File: src/rtl/abbt_pkg.sv
// Shared types and constants of the alpha bounding box trim block.
`default_nettype none

package abbt_pkg;

  // Field widths of the register file and of one result beat
  localparam int unsigned DIM_W   = 13;
  localparam int unsigned WIN_W   = 14;
  localparam int unsigned ALPHA_W = 8;
  localparam int unsigned POS_W   = 12;
  localparam int unsigned EXT_W   = 13;
  localparam int unsigned IDX_W   = 3;
  localparam int unsigned CLIP_W  = 16;

  // Register indexes of the configuration port
  typedef enum logic [IDX_W-1:0] {
    CFG_IMAGE_WIDTH   = 3'd0,
    CFG_IMAGE_HEIGHT  = 3'd1,
    CFG_WINDOW_X      = 3'd2,
    CFG_WINDOW_Y      = 3'd3,
    CFG_WINDOW_WIDTH  = 3'd4,
    CFG_WINDOW_HEIGHT = 3'd5
  } cfg_reg_e;

  // Register values after reset
  localparam logic [DIM_W-1:0] RST_IMAGE_WIDTH   = 13'd4096;
  localparam logic [DIM_W-1:0] RST_IMAGE_HEIGHT  = 13'd4096;
  localparam logic [WIN_W-1:0] RST_WINDOW_X      = 14'd0;
  localparam logic [WIN_W-1:0] RST_WINDOW_Y      = 14'd0;
  localparam logic [WIN_W-1:0] RST_WINDOW_WIDTH  = 14'd4096;
  localparam logic [WIN_W-1:0] RST_WINDOW_HEIGHT = 14'd4096;

  // One axis of the clipped window: start and one past the end
  typedef struct packed {
    logic             ok;
    logic [DIM_W-1:0] start;
    logic [DIM_W-1:0] stop;
  } clip_t;

endpackage

`default_nettype wire

File: src/rtl/abbt_if.sv
// Handshake channels of the alpha bounding box trim block.
`default_nettype none

// Pixel channel: one alpha byte per beat
interface abbt_pix_if;
  logic                          valid;
  logic                          ready;
  logic [abbt_pkg::ALPHA_W-1:0]  alpha;

  modport source (output valid, output alpha, input ready);
  modport sink (input valid, input alpha, output ready);
endinterface

// Result channel: one bounding box per frame
interface abbt_res_if;
  logic                        valid;
  logic                        ready;
  logic                        found;
  logic [abbt_pkg::POS_W-1:0]  box_left;
  logic [abbt_pkg::POS_W-1:0]  box_top;
  logic [abbt_pkg::EXT_W-1:0]  box_width;
  logic [abbt_pkg::EXT_W-1:0]  box_height;

  modport source (output valid, output found, output box_left, output box_top,
                  output box_width, output box_height, input ready);
  modport sink (input valid, input found, input box_left, input box_top,
                input box_width, input box_height, output ready);
endinterface

// Configuration write channel
interface abbt_cfg_if;
  logic                        valid;
  logic                        ready;
  logic [abbt_pkg::IDX_W-1:0]  index;
  logic [abbt_pkg::WIN_W-1:0]  data;

  modport source (output valid, output index, output data, input ready);
  modport sink (input valid, input index, input data, output ready);
endinterface

`default_nettype wire

File: src/rtl/alpha_bounding_box_trim.sv
// Top level: tracks the opaque bounding box of each frame inside a clipped window.
//
//   channel  dir  beat contents
//   -------  ---  -----------------------------------------------------
//   pix_i    in   alpha byte of the next pixel, raster order
//   res_o    out  found, box_left, box_top, box_width, box_height
//   cfg_i    in   register index and write data, always ready
//
// One pixel beat per clock sustained while no result is stalled. A pixel
// is scored from the input register against the window and box state in
// the cycle after its beat, and on the frame's last pixel the box lands in
// the result register at the end of that cycle. Reset clears the counters,
// the box and the handshake state and loads the register defaults. A
// stalled result holds the pipe; the input stage still takes one more
// pixel behind it.
`default_nettype none

module alpha_bounding_box_trim #(
  parameter int unsigned MAX_DIM = 4096
) (
  input  wire logic       clk_i,
  input  wire logic       rst_ni,
  abbt_pix_if.sink        pix_i,
  abbt_cfg_if.sink        cfg_i,
  abbt_res_if.source      res_o
);

  localparam int unsigned DW  = abbt_pkg::DIM_W;
  localparam int unsigned WW  = abbt_pkg::WIN_W;
  localparam int unsigned CNW = ($clog2(MAX_DIM) > 1) ? $clog2(MAX_DIM) : 1;
  localparam int unsigned PW  = (CNW + 1 > WW) ? CNW + 1 : WW;
  localparam int unsigned LW  = (CNW > abbt_pkg::POS_W) ? CNW : abbt_pkg::POS_W;

  // ---------------------------------------------------------------------
  // Configuration registers
  // ---------------------------------------------------------------------
  logic [DW-1:0] img_w_q, img_w_d, img_h_q, img_h_d;
  logic [WW-1:0] win_x_q, win_x_d, win_y_q, win_y_d;
  logic [WW-1:0] win_w_q, win_w_d, win_h_q, win_h_d;
  logic [DW-1:0] size_w_q, size_w_d, size_h_q, size_h_d;
  abbt_pkg::clip_t clip_x_q, clip_x_d, clip_y_q, clip_y_d;

  assign cfg_i.ready = 1'b1;

  // Decode a write beat
  always_comb begin
    img_w_d = img_w_q;
    img_h_d = img_h_q;
    win_x_d = win_x_q;
    win_y_d = win_y_q;
    win_w_d = win_w_q;
    win_h_d = win_h_q;
    if (cfg_i.valid) begin
      unique case (abbt_pkg::cfg_reg_e'(cfg_i.index))
        abbt_pkg::CFG_IMAGE_WIDTH:   img_w_d = cfg_i.data[DW-1:0];
        abbt_pkg::CFG_IMAGE_HEIGHT:  img_h_d = cfg_i.data[DW-1:0];
        abbt_pkg::CFG_WINDOW_X:      win_x_d = cfg_i.data;
        abbt_pkg::CFG_WINDOW_Y:      win_y_d = cfg_i.data;
        abbt_pkg::CFG_WINDOW_WIDTH:  win_w_d = cfg_i.data;
        abbt_pkg::CFG_WINDOW_HEIGHT: win_h_d = cfg_i.data;
        default: ;
      endcase
    end
  end

  // Saturate the image size to 1..MAX_DIM
  always_comb begin
    if (img_w_d == '0) begin
      size_w_d = DW'(1);
    end else if (32'(img_w_d) > MAX_DIM) begin
      size_w_d = DW'(MAX_DIM);
    end else begin
      size_w_d = img_w_d;
    end
    if (img_h_d == '0) begin
      size_h_d = DW'(1);
    end else if (32'(img_h_d) > MAX_DIM) begin
      size_h_d = DW'(MAX_DIM);
    end else begin
      size_h_d = img_h_d;
    end
  end

  // Clip the window from the next register values so it tracks every write
  abbt_clip_axis u_clip_x (
    .size_i (size_w_d),
    .org_i  (win_x_d),
    .len_i  (win_w_d),
    .clip_o (clip_x_d)
  );

  abbt_clip_axis u_clip_y (
    .size_i (size_h_d),
    .org_i  (win_y_d),
    .len_i  (win_h_d),
    .clip_o (clip_y_d)
  );

  always_ff @(posedge clk_i or negedge rst_ni) begin
    if (!rst_ni) begin
      img_w_q  <= abbt_pkg::RST_IMAGE_WIDTH;
      img_h_q  <= abbt_pkg::RST_IMAGE_HEIGHT;
      win_x_q  <= abbt_pkg::RST_WINDOW_X;
      win_y_q  <= abbt_pkg::RST_WINDOW_Y;
      win_w_q  <= abbt_pkg::RST_WINDOW_WIDTH;
      win_h_q  <= abbt_pkg::RST_WINDOW_HEIGHT;
      size_w_q <= '0;
      size_h_q <= '0;
      clip_x_q <= '0;
      clip_y_q <= '0;
    end else begin
      img_w_q  <= img_w_d;
      img_h_q  <= img_h_d;
      win_x_q  <= win_x_d;
      win_y_q  <= win_y_d;
      win_w_q  <= win_w_d;
      win_h_q  <= win_h_d;
      size_w_q <= size_w_d;
      size_h_q <= size_h_d;
      clip_x_q <= clip_x_d;
      clip_y_q <= clip_y_d;
    end
  end

  // ---------------------------------------------------------------------
  // Input register
  // ---------------------------------------------------------------------
  logic                         in_vld_q;
  logic [abbt_pkg::ALPHA_W-1:0] in_alpha_q;
  logic                         out_free;
  logic                         fire;

  assign out_free    = !res_o.valid || res_o.ready;
  assign fire        = in_vld_q && out_free;
  assign pix_i.ready = !in_vld_q || out_free;

  always_ff @(posedge clk_i or negedge rst_ni) begin
    if (!rst_ni) begin
      in_vld_q <= 1'b0;
    end else if (pix_i.ready) begin
      in_vld_q <= pix_i.valid;
    end
  end

  always_ff @(posedge clk_i) begin
    if (pix_i.valid && pix_i.ready) begin
      in_alpha_q <= pix_i.alpha;
    end
  end

  // ---------------------------------------------------------------------
  // Position counters and box state
  // ---------------------------------------------------------------------
  logic [CNW-1:0] col_q, col_d, row_q, row_d;
  logic [CNW-1:0] fcol_q, fcol_d, lcol_q, lcol_d;
  logic [CNW-1:0] frow_q, frow_d, lrow_q, lrow_d;
  logic           seen_q, seen_d;

  logic [PW-1:0]  col_x, row_x, cx_x, cy_x, ex_x, ey_x;
  logic [PW-1:0]  col_inc, row_inc, w_x, h_x;
  logic [PW-1:0]  rc_x, rr_x;
  logic [CNW-1:0] rc, rr;
  logic           hit, row_end, frame_end;

  assign col_x   = PW'(col_q);
  assign row_x   = PW'(row_q);
  assign cx_x    = PW'(clip_x_q.start);
  assign cy_x    = PW'(clip_y_q.start);
  assign ex_x    = PW'(clip_x_q.stop);
  assign ey_x    = PW'(clip_y_q.stop);
  assign w_x     = PW'(size_w_q);
  assign h_x     = PW'(size_h_q);
  assign col_inc = col_x + PW'(1);
  assign row_inc = row_x + PW'(1);

  // Score the pixel against the clipped window
  assign hit = clip_x_q.ok && clip_y_q.ok && (in_alpha_q != '0)
            && (col_x >= cx_x) && (col_x < ex_x)
            && (row_x >= cy_x) && (row_x < ey_x);
  assign rc_x = col_x - cx_x;
  assign rr_x = row_x - cy_x;
  assign rc   = rc_x[CNW-1:0];
  assign rr   = rr_x[CNW-1:0];

  assign row_end   = !(col_inc < w_x);
  assign frame_end = row_end && !(row_inc < h_x);

  // Widen the box on a hit
  always_comb begin
    fcol_d = fcol_q;
    lcol_d = lcol_q;
    frow_d = frow_q;
    lrow_d = lrow_q;
    seen_d = seen_q;
    if (hit) begin
      if (!seen_q) begin
        fcol_d = rc;
        lcol_d = rc;
        frow_d = rr;
        lrow_d = rr;
        seen_d = 1'b1;
      end else begin
        if (rc < fcol_q) fcol_d = rc;
        if (rc > lcol_q) lcol_d = rc;
        if (rr < frow_q) frow_d = rr;
        if (rr > lrow_q) lrow_d = rr;
      end
    end
  end

  // Advance the raster position
  always_comb begin
    if (!row_end) begin
      col_d = col_inc[CNW-1:0];
      row_d = row_q;
    end else if (!frame_end) begin
      col_d = '0;
      row_d = row_inc[CNW-1:0];
    end else begin
      col_d = '0;
      row_d = '0;
    end
  end

  always_ff @(posedge clk_i or negedge rst_ni) begin
    if (!rst_ni) begin
      col_q  <= '0;
      row_q  <= '0;
      fcol_q <= '0;
      lcol_q <= '0;
      frow_q <= '0;
      lrow_q <= '0;
      seen_q <= 1'b0;
    end else if (fire) begin
      col_q <= col_d;
      row_q <= row_d;
      if (frame_end) begin
        fcol_q <= '0;
        lcol_q <= '0;
        frow_q <= '0;
        lrow_q <= '0;
        seen_q <= 1'b0;
      end else begin
        fcol_q <= fcol_d;
        lcol_q <= lcol_d;
        frow_q <= frow_d;
        lrow_q <= lrow_d;
        seen_q <= seen_d;
      end
    end
  end

  // ---------------------------------------------------------------------
  // Result register
  // ---------------------------------------------------------------------
  logic [PW-1:0]                box_w_x, box_h_x;
  logic [LW-1:0]                left_x, top_x;
  logic                         res_vld_q;
  logic                         found_q;
  logic [abbt_pkg::POS_W-1:0]   left_q, top_q;
  logic [abbt_pkg::EXT_W-1:0]   bw_q, bh_q;

  assign box_w_x = PW'(lcol_d) - PW'(fcol_d) + PW'(1);
  assign box_h_x = PW'(lrow_d) - PW'(frow_d) + PW'(1);
  assign left_x  = LW'(fcol_d);
  assign top_x   = LW'(frow_d);

  always_ff @(posedge clk_i or negedge rst_ni) begin
    if (!rst_ni) begin
      res_vld_q <= 1'b0;
    end else if (fire && frame_end) begin
      res_vld_q <= 1'b1;
    end else if (res_o.ready) begin
      res_vld_q <= 1'b0;
    end
  end

  // Load the box on the frame's last pixel, zero fields when nothing was seen
  always_ff @(posedge clk_i) begin
    if (fire && frame_end) begin
      found_q <= seen_d;
      if (seen_d) begin
        left_q <= left_x[abbt_pkg::POS_W-1:0];
        top_q  <= top_x[abbt_pkg::POS_W-1:0];
        bw_q   <= box_w_x[abbt_pkg::EXT_W-1:0];
        bh_q   <= box_h_x[abbt_pkg::EXT_W-1:0];
      end else begin
        left_q <= '0;
        top_q  <= '0;
        bw_q   <= '0;
        bh_q   <= '0;
      end
    end
  end

  assign res_o.valid      = res_vld_q;
  assign res_o.found      = found_q;
  assign res_o.box_left   = left_q;
  assign res_o.box_top    = top_q;
  assign res_o.box_width  = bw_q;
  assign res_o.box_height = bh_q;

endmodule

`default_nettype wire

File: src/rtl/abbt_clip_axis.sv
// Clips one axis of the requested window against the image size.
`default_nettype none

module abbt_clip_axis (
  input  wire logic [abbt_pkg::DIM_W-1:0] size_i,
  input  wire logic [abbt_pkg::WIN_W-1:0] org_i,
  input  wire logic [abbt_pkg::WIN_W-1:0] len_i,
  output abbt_pkg::clip_t                 clip_o
);

  localparam int unsigned CW = abbt_pkg::CLIP_W;

  logic signed [CW-1:0] size_s;
  logic signed [CW-1:0] org_s;
  logic signed [CW-1:0] len_s;
  logic signed [CW-1:0] org1;
  logic signed [CW-1:0] len1;
  logic signed [CW-1:0] sum1;
  logic signed [CW-1:0] len2;
  logic signed [CW-1:0] stop2;
  logic                 past_edge;

  // Widen: origin is signed, size and length are not
  assign size_s = signed'({{(CW-abbt_pkg::DIM_W){1'b0}}, size_i});
  assign org_s  = signed'({{(CW-abbt_pkg::WIN_W){org_i[abbt_pkg::WIN_W-1]}}, org_i});
  assign len_s  = signed'({{(CW-abbt_pkg::WIN_W){1'b0}}, len_i});

  // Fold a negative origin into the length, flag an origin past the edge
  always_comb begin
    past_edge = 1'b0;
    org1      = org_s;
    len1      = len_s;
    if (org_s < 0) begin
      len1 = len_s + org_s;
      org1 = '0;
    end else if (org_s > size_s) begin
      past_edge = 1'b1;
    end
  end

  // Cut the far edge back to the image edge
  assign sum1 = len1 + org1;

  always_comb begin
    if (sum1 > size_s) begin
      len2  = size_s - org1;
      stop2 = size_s;
    end else begin
      len2  = len1;
      stop2 = sum1;
    end
  end

  assign clip_o.ok    = !past_edge && (len2 > 0);
  assign clip_o.start = org1[abbt_pkg::DIM_W-1:0];
  assign clip_o.stop  = stop2[abbt_pkg::DIM_W-1:0];

endmodule

`default_nettype wire

File: src/flat_wrapper.sv
// flat-port wrapper written by rule: the top's interface ports become plain ports
module alpha_bounding_box_trim_flat 
#(
  parameter int unsigned MAX_DIM = 4096
)
  (clk_i, rst_ni, pix_i_valid, pix_i_alpha, pix_i_ready, cfg_i_valid, cfg_i_index, cfg_i_data, cfg_i_ready, res_o_valid, res_o_found, res_o_box_left, res_o_box_top, res_o_box_width, res_o_box_height, res_o_ready);
  abbt_pix_if pix_i_i ();
  abbt_cfg_if cfg_i_i ();
  abbt_res_if res_o_i ();
  input  wire logic clk_i;
  input  wire logic rst_ni;
  input wire logic [$bits(pix_i_i.valid)-1:0] pix_i_valid;
  input wire logic [$bits(pix_i_i.alpha)-1:0] pix_i_alpha;
  output wire logic [$bits(pix_i_i.ready)-1:0] pix_i_ready;
  input wire logic [$bits(cfg_i_i.valid)-1:0] cfg_i_valid;
  input wire logic [$bits(cfg_i_i.index)-1:0] cfg_i_index;
  input wire logic [$bits(cfg_i_i.data)-1:0] cfg_i_data;
  output wire logic [$bits(cfg_i_i.ready)-1:0] cfg_i_ready;
  output wire logic [$bits(res_o_i.valid)-1:0] res_o_valid;
  output wire logic [$bits(res_o_i.found)-1:0] res_o_found;
  output wire logic [$bits(res_o_i.box_left)-1:0] res_o_box_left;
  output wire logic [$bits(res_o_i.box_top)-1:0] res_o_box_top;
  output wire logic [$bits(res_o_i.box_width)-1:0] res_o_box_width;
  output wire logic [$bits(res_o_i.box_height)-1:0] res_o_box_height;
  input wire logic [$bits(res_o_i.ready)-1:0] res_o_ready;
  assign pix_i_i.valid = pix_i_valid;
  assign pix_i_i.alpha = pix_i_alpha;
  assign pix_i_ready = pix_i_i.ready;
  assign cfg_i_i.valid = cfg_i_valid;
  assign cfg_i_i.index = cfg_i_index;
  assign cfg_i_i.data = cfg_i_data;
  assign cfg_i_ready = cfg_i_i.ready;
  assign res_o_valid = res_o_i.valid;
  assign res_o_found = res_o_i.found;
  assign res_o_box_left = res_o_i.box_left;
  assign res_o_box_top = res_o_i.box_top;
  assign res_o_box_width = res_o_i.box_width;
  assign res_o_box_height = res_o_i.box_height;
  assign res_o_i.ready = res_o_ready;
  alpha_bounding_box_trim #(.MAX_DIM(MAX_DIM)) u_core (.clk_i(clk_i), .rst_ni(rst_ni), .pix_i(pix_i_i), .cfg_i(cfg_i_i), .res_o(res_o_i));
endmodule
File: config.mk
export PLATFORM = sky130hd
export DESIGN_NAME = alpha_bounding_box_trim_flat
export DESIGN_NICKNAME = d
export VERILOG_FILES = /design/src/rtl/abbt_pkg.sv /design/src/rtl/abbt_if.sv /design/src/rtl/alpha_bounding_box_trim.sv /design/src/rtl/abbt_clip_axis.sv /design/src/flat_wrapper.sv
export SDC_FILE = /design/constraint.sdc
export NUM_CORES = 1
export LEC_CHECK = 0
export ABC_CLOCK_PERIOD_IN_PS = 8200
export BUFFER_PORTS_ARGS = -buffer_cell sky130_fd_sc_hd__buf_2
export CAP_MARGIN = 20
export CORE_UTILIZATION = 50
export CTS_BUF_LIST = sky130_fd_sc_hd__clkbuf_16
export DETAILED_ROUTE_END_ITERATION = 12
export GPL_TIMING_DRIVEN = 0
export PLACE_DENSITY = 0.76
export SYNTH_ARGS = -nofsm -noshare
export SYNTH_HDL_FRONTEND = slang
export SYNTH_HIERARCHICAL = 1
export SYNTH_SLANG_ARGS = --single-unit
File: constraint.sdc
create_clock -name clk_i -period 8.2 [get_ports clk_i]
set_input_delay 1.64 -clock clk_i [delete_from_list [all_inputs] [get_ports clk_i]]
set_output_delay 1.64 -clock clk_i [all_outputs]
set_load 0.005 [all_outputs]
==> results.ini <==
[synth]
synth_compound_area_frac = 0.172
synth-edff-count = 59
synthMuxAreaShare = 0.0738
yosysWarnings = 6
ys_seq_elements = 296
netlist_instances = 2310
synth_top_flop_cell = dfrtp_1
synthAdderAreaFrac = 0.178
synthMostInstantiatedCell = ha_1
synth_top_cell_area_share = 0.261
syn_nets = 2652
synth_xor_area_frac = 0.0392
synth_area_um2 = 22300
avgSynthCellArea_um2 = 9.67
synth-async-reset-ratio = 0.801
ys_top_cells_by_area = dfrtp_1 (26%), ha_1 (17%), edfxtp_1 (7.9%)
yosysSeqAreaShare = 0.345
synthSimpleGateAreaFrac = 0.137
synth_common_cells = ha_1 (302), inv_1 (244), dfrtp_1 (233), nor2_1 (140), a21oi_1 (138)
synth_top_family_by_area = adder cells
ys_types = 100
synth_top_area_cell = dfrtp_1

[floorplan]
ios = 84
fp.coreArea_um2 = 44100
row_count = 77
die_area_um2 = 45500
start_util = 0.506
die_w_um = 213
die_y_um = 213

[final_layout]
post-route-cell-area_um2 = 24600
nets = 2771
area_delta_synth_final_pct = 10.3
finish.utilization = 0.559
drive_above_1_share = 0.129
fillers = 3869

[route]
drc_errors = 0
drtIter0Drc = 1150
drt-pass1-iter-count = 6
wl_um = 55000
wl_per_cell_um = 18.1
antenna_left = 0
via_per_inst = 5.87
vias = 17900

[setup_path]
timing.rr.start = u_core/col_q[0]
worstPathArrival_ns = 8.33
crit_buf_inv = 8
slowest_stage = mux2_2
max_stage_delay_ns = 0.44
required_ns = 8.62
worstSetupStartpointType = input port
r2r_setup_slack_ns = 0.97
cp-endpoint = u_core/clip_y_q[12]
crit_family = compound AO/OA/AOI/OAI gates
cp_max_fo = 10
cp.depth = 29
worstSetupStartpoint = cfg_i_index[2]
r2r_cells = 29
crit_path_end_kind = register
r2r-end = u_core/res_o.box_width[11]
critical_path_class = in2reg

[run_status]
status = finished, final reports clean

[place]
dpl.hpwl_um = 43200
placed_area_um2 = 23500
gp_congestion = 0.962
place_ws_ns = -0.692
port_buffers = 82

[clock_tree]
cts-htree-levels = 1
cts_root_buf = clkbuf_16
cts_hold_buf = 0
cts_max_path_buffers = 3
numCtsBuffers = 31
cts_tree = done
clk_pin_slew_ns = 0.06
cts.sinks = 296
clock_latency_ns = 0.58

[pwr]
p_leak_nw = 11.5
ir_worst_vdd_mv = 0.207
powerDensity_nw_per_um2 = 353

[flow_run]
drv_cap = 0

[grt]
track_usage = 0.243
grt.overflow.total = 0
antenna_found_initial = 0
grt_pass1_wl_um = 88400
grt_pass1_vias = 17500
grt_max_degree = 129

[min_path]
hold_class = reg2reg

[timing]
finalSetupViolations = 0
maxSlewViolCount = 0
tightest_slew_ns = 1.08
finalSetupTns_ns = 0
finClkSkew_ns = 0.0112
fmax_ghz = 0.127
worst_slack_ns = 0.298
slew_headroom = 0.276
period_minus_slack_ns = 7.90
final-hold-violation-count = 0
min_period_over_period = 0.964

==> placed cells by master, fill, tap and decap left out, types with 12 or more instances in the layout <==
cell type  instances
nor2_1           140
buf_4             12
mux2i_1           35
xor2_1            40
a211oi_1          16
o31ai_1           15
nor3_1            38
a31oi_1           20
mux2_2            94
dfrtp_1          233
o21a_1            28
o211ai_1          18
edfxtp_1          59
inv_1            252
nand4_1           34
o21ai_0          109
xnor2_1           60
a21oi_1          137
and3_1            23
nor2b_1           29
and2_1            14
ha_1             302
buf_2             98
nand2b_1          40
nand3_1           59
nand2_1          133
o21bai_1          13
clkbuf_16         32
a22o_1            54
nor4_1            15
clkbuf_1          18
a21o_1            43
==> power by group <==
group          switching [mW]  internal, mW  leakage, nW
Clock                   0.586         0.888        0.554
Combinational            3.14          2.18         7.35
Sequential              0.130          1.78         3.64
==> cell families (layout without fill, tap and decap cells) <==
family,Yosys count,after routing
muxes,147,147
and+or+nand+nor,591,591
xor gates and xnor gates,100,100
DFF,296,296
buffers and inverters,301,444
adders and majority gates,312,312
other,1,2
AOI/OAI and AO/OA,562,562
==> layout make-up <==
type,count,area (µm²),share of cell area
inverter,245,920,0.0373
sequential,296,7710,0.313
antenna,1,2.50,0.000102
multi-input combinational,1713,13400,0.544
buffer,56,324,0.0131
tap,592,741,0.0301
timing repair buffer,86,470,0.0191
clock inverter,25,265,0.0108
clock buffer,32,801,0.0325
==> per-stage QoR <==
step	power, mW	cells	hold slack [ns]
2_1_floorplan	5.82	2310	0.465
3_3_place_gp	6.85	2984	0.476
3_5_place_dp	7.07	2985	0.481
4_1_cts	8.60	3042	0.494
5_1_grt	9.40	3045	0.515
6_report	8.70	3046	0.489
==> worst min path at each step <==
| stage | cells after the start | slack [ns] | start | endpoint |
|---|---|---|---|---|
| 2_1_floorplan | 2 | 0.47 | u_core/img_h_q[4] | u_core/img_h_q[4] |
| 3_3_place_gp | 1 | 0.48 | u_core/fcol_q[4] | u_core/fcol_q[4] |
| 3_5_place_dp | 1 | 0.48 | u_core/fcol_q[4] | u_core/fcol_q[4] |
| 4_1_cts | 1 | 0.49 | u_core/fcol_q[4] | u_core/fcol_q[4] |
| 5_1_grt | 1 | 0.52 | u_core/fcol_q[9] | u_core/fcol_q[9] |
| 6_report | 1 | 0.49 | u_core/fcol_q[4] | u_core/fcol_q[4] |
==> registers in the layout, summed over array words and instances (netlist names), 13 cells and up <==
signal / flops
u_core/size_w_q: 13
u_core/img_w_q: 13
u_core/size_h_q: 13
u_core/win_h_q: 14
u_core/res_o.box_width: 13
u_core/clip_y_q: 27
u_core/win_w_q: 14
u_core/win_y_q: 14
u_core/img_h_q: 13
u_core/clip_x_q: 27
u_core/win_x_q: 14
u_core/res_o.box_height: 13
==> per-layer routing <==
metal | track usage | share of wire | vias to the layer above
met1 | 0.322 | 0.45 | 8557
met3 | 0.0308 | 0.053 | 127
met5 | 0 | 0 | -
li1 | - | - | 8633
met4 | 0.0963 | 0.040 | 0
met2 | 0.404 | 0.46 | 558
==> repair_timing <==
item,4_1_cts,5_1_grt
resized for setup,2,17
endpoints found under the hold margin,0,0
setup endpoints to repair,8,28
buffers inserted,0,3
gates cloned,0,0
No activity file was read; power rests on OpenSTA's default activity.
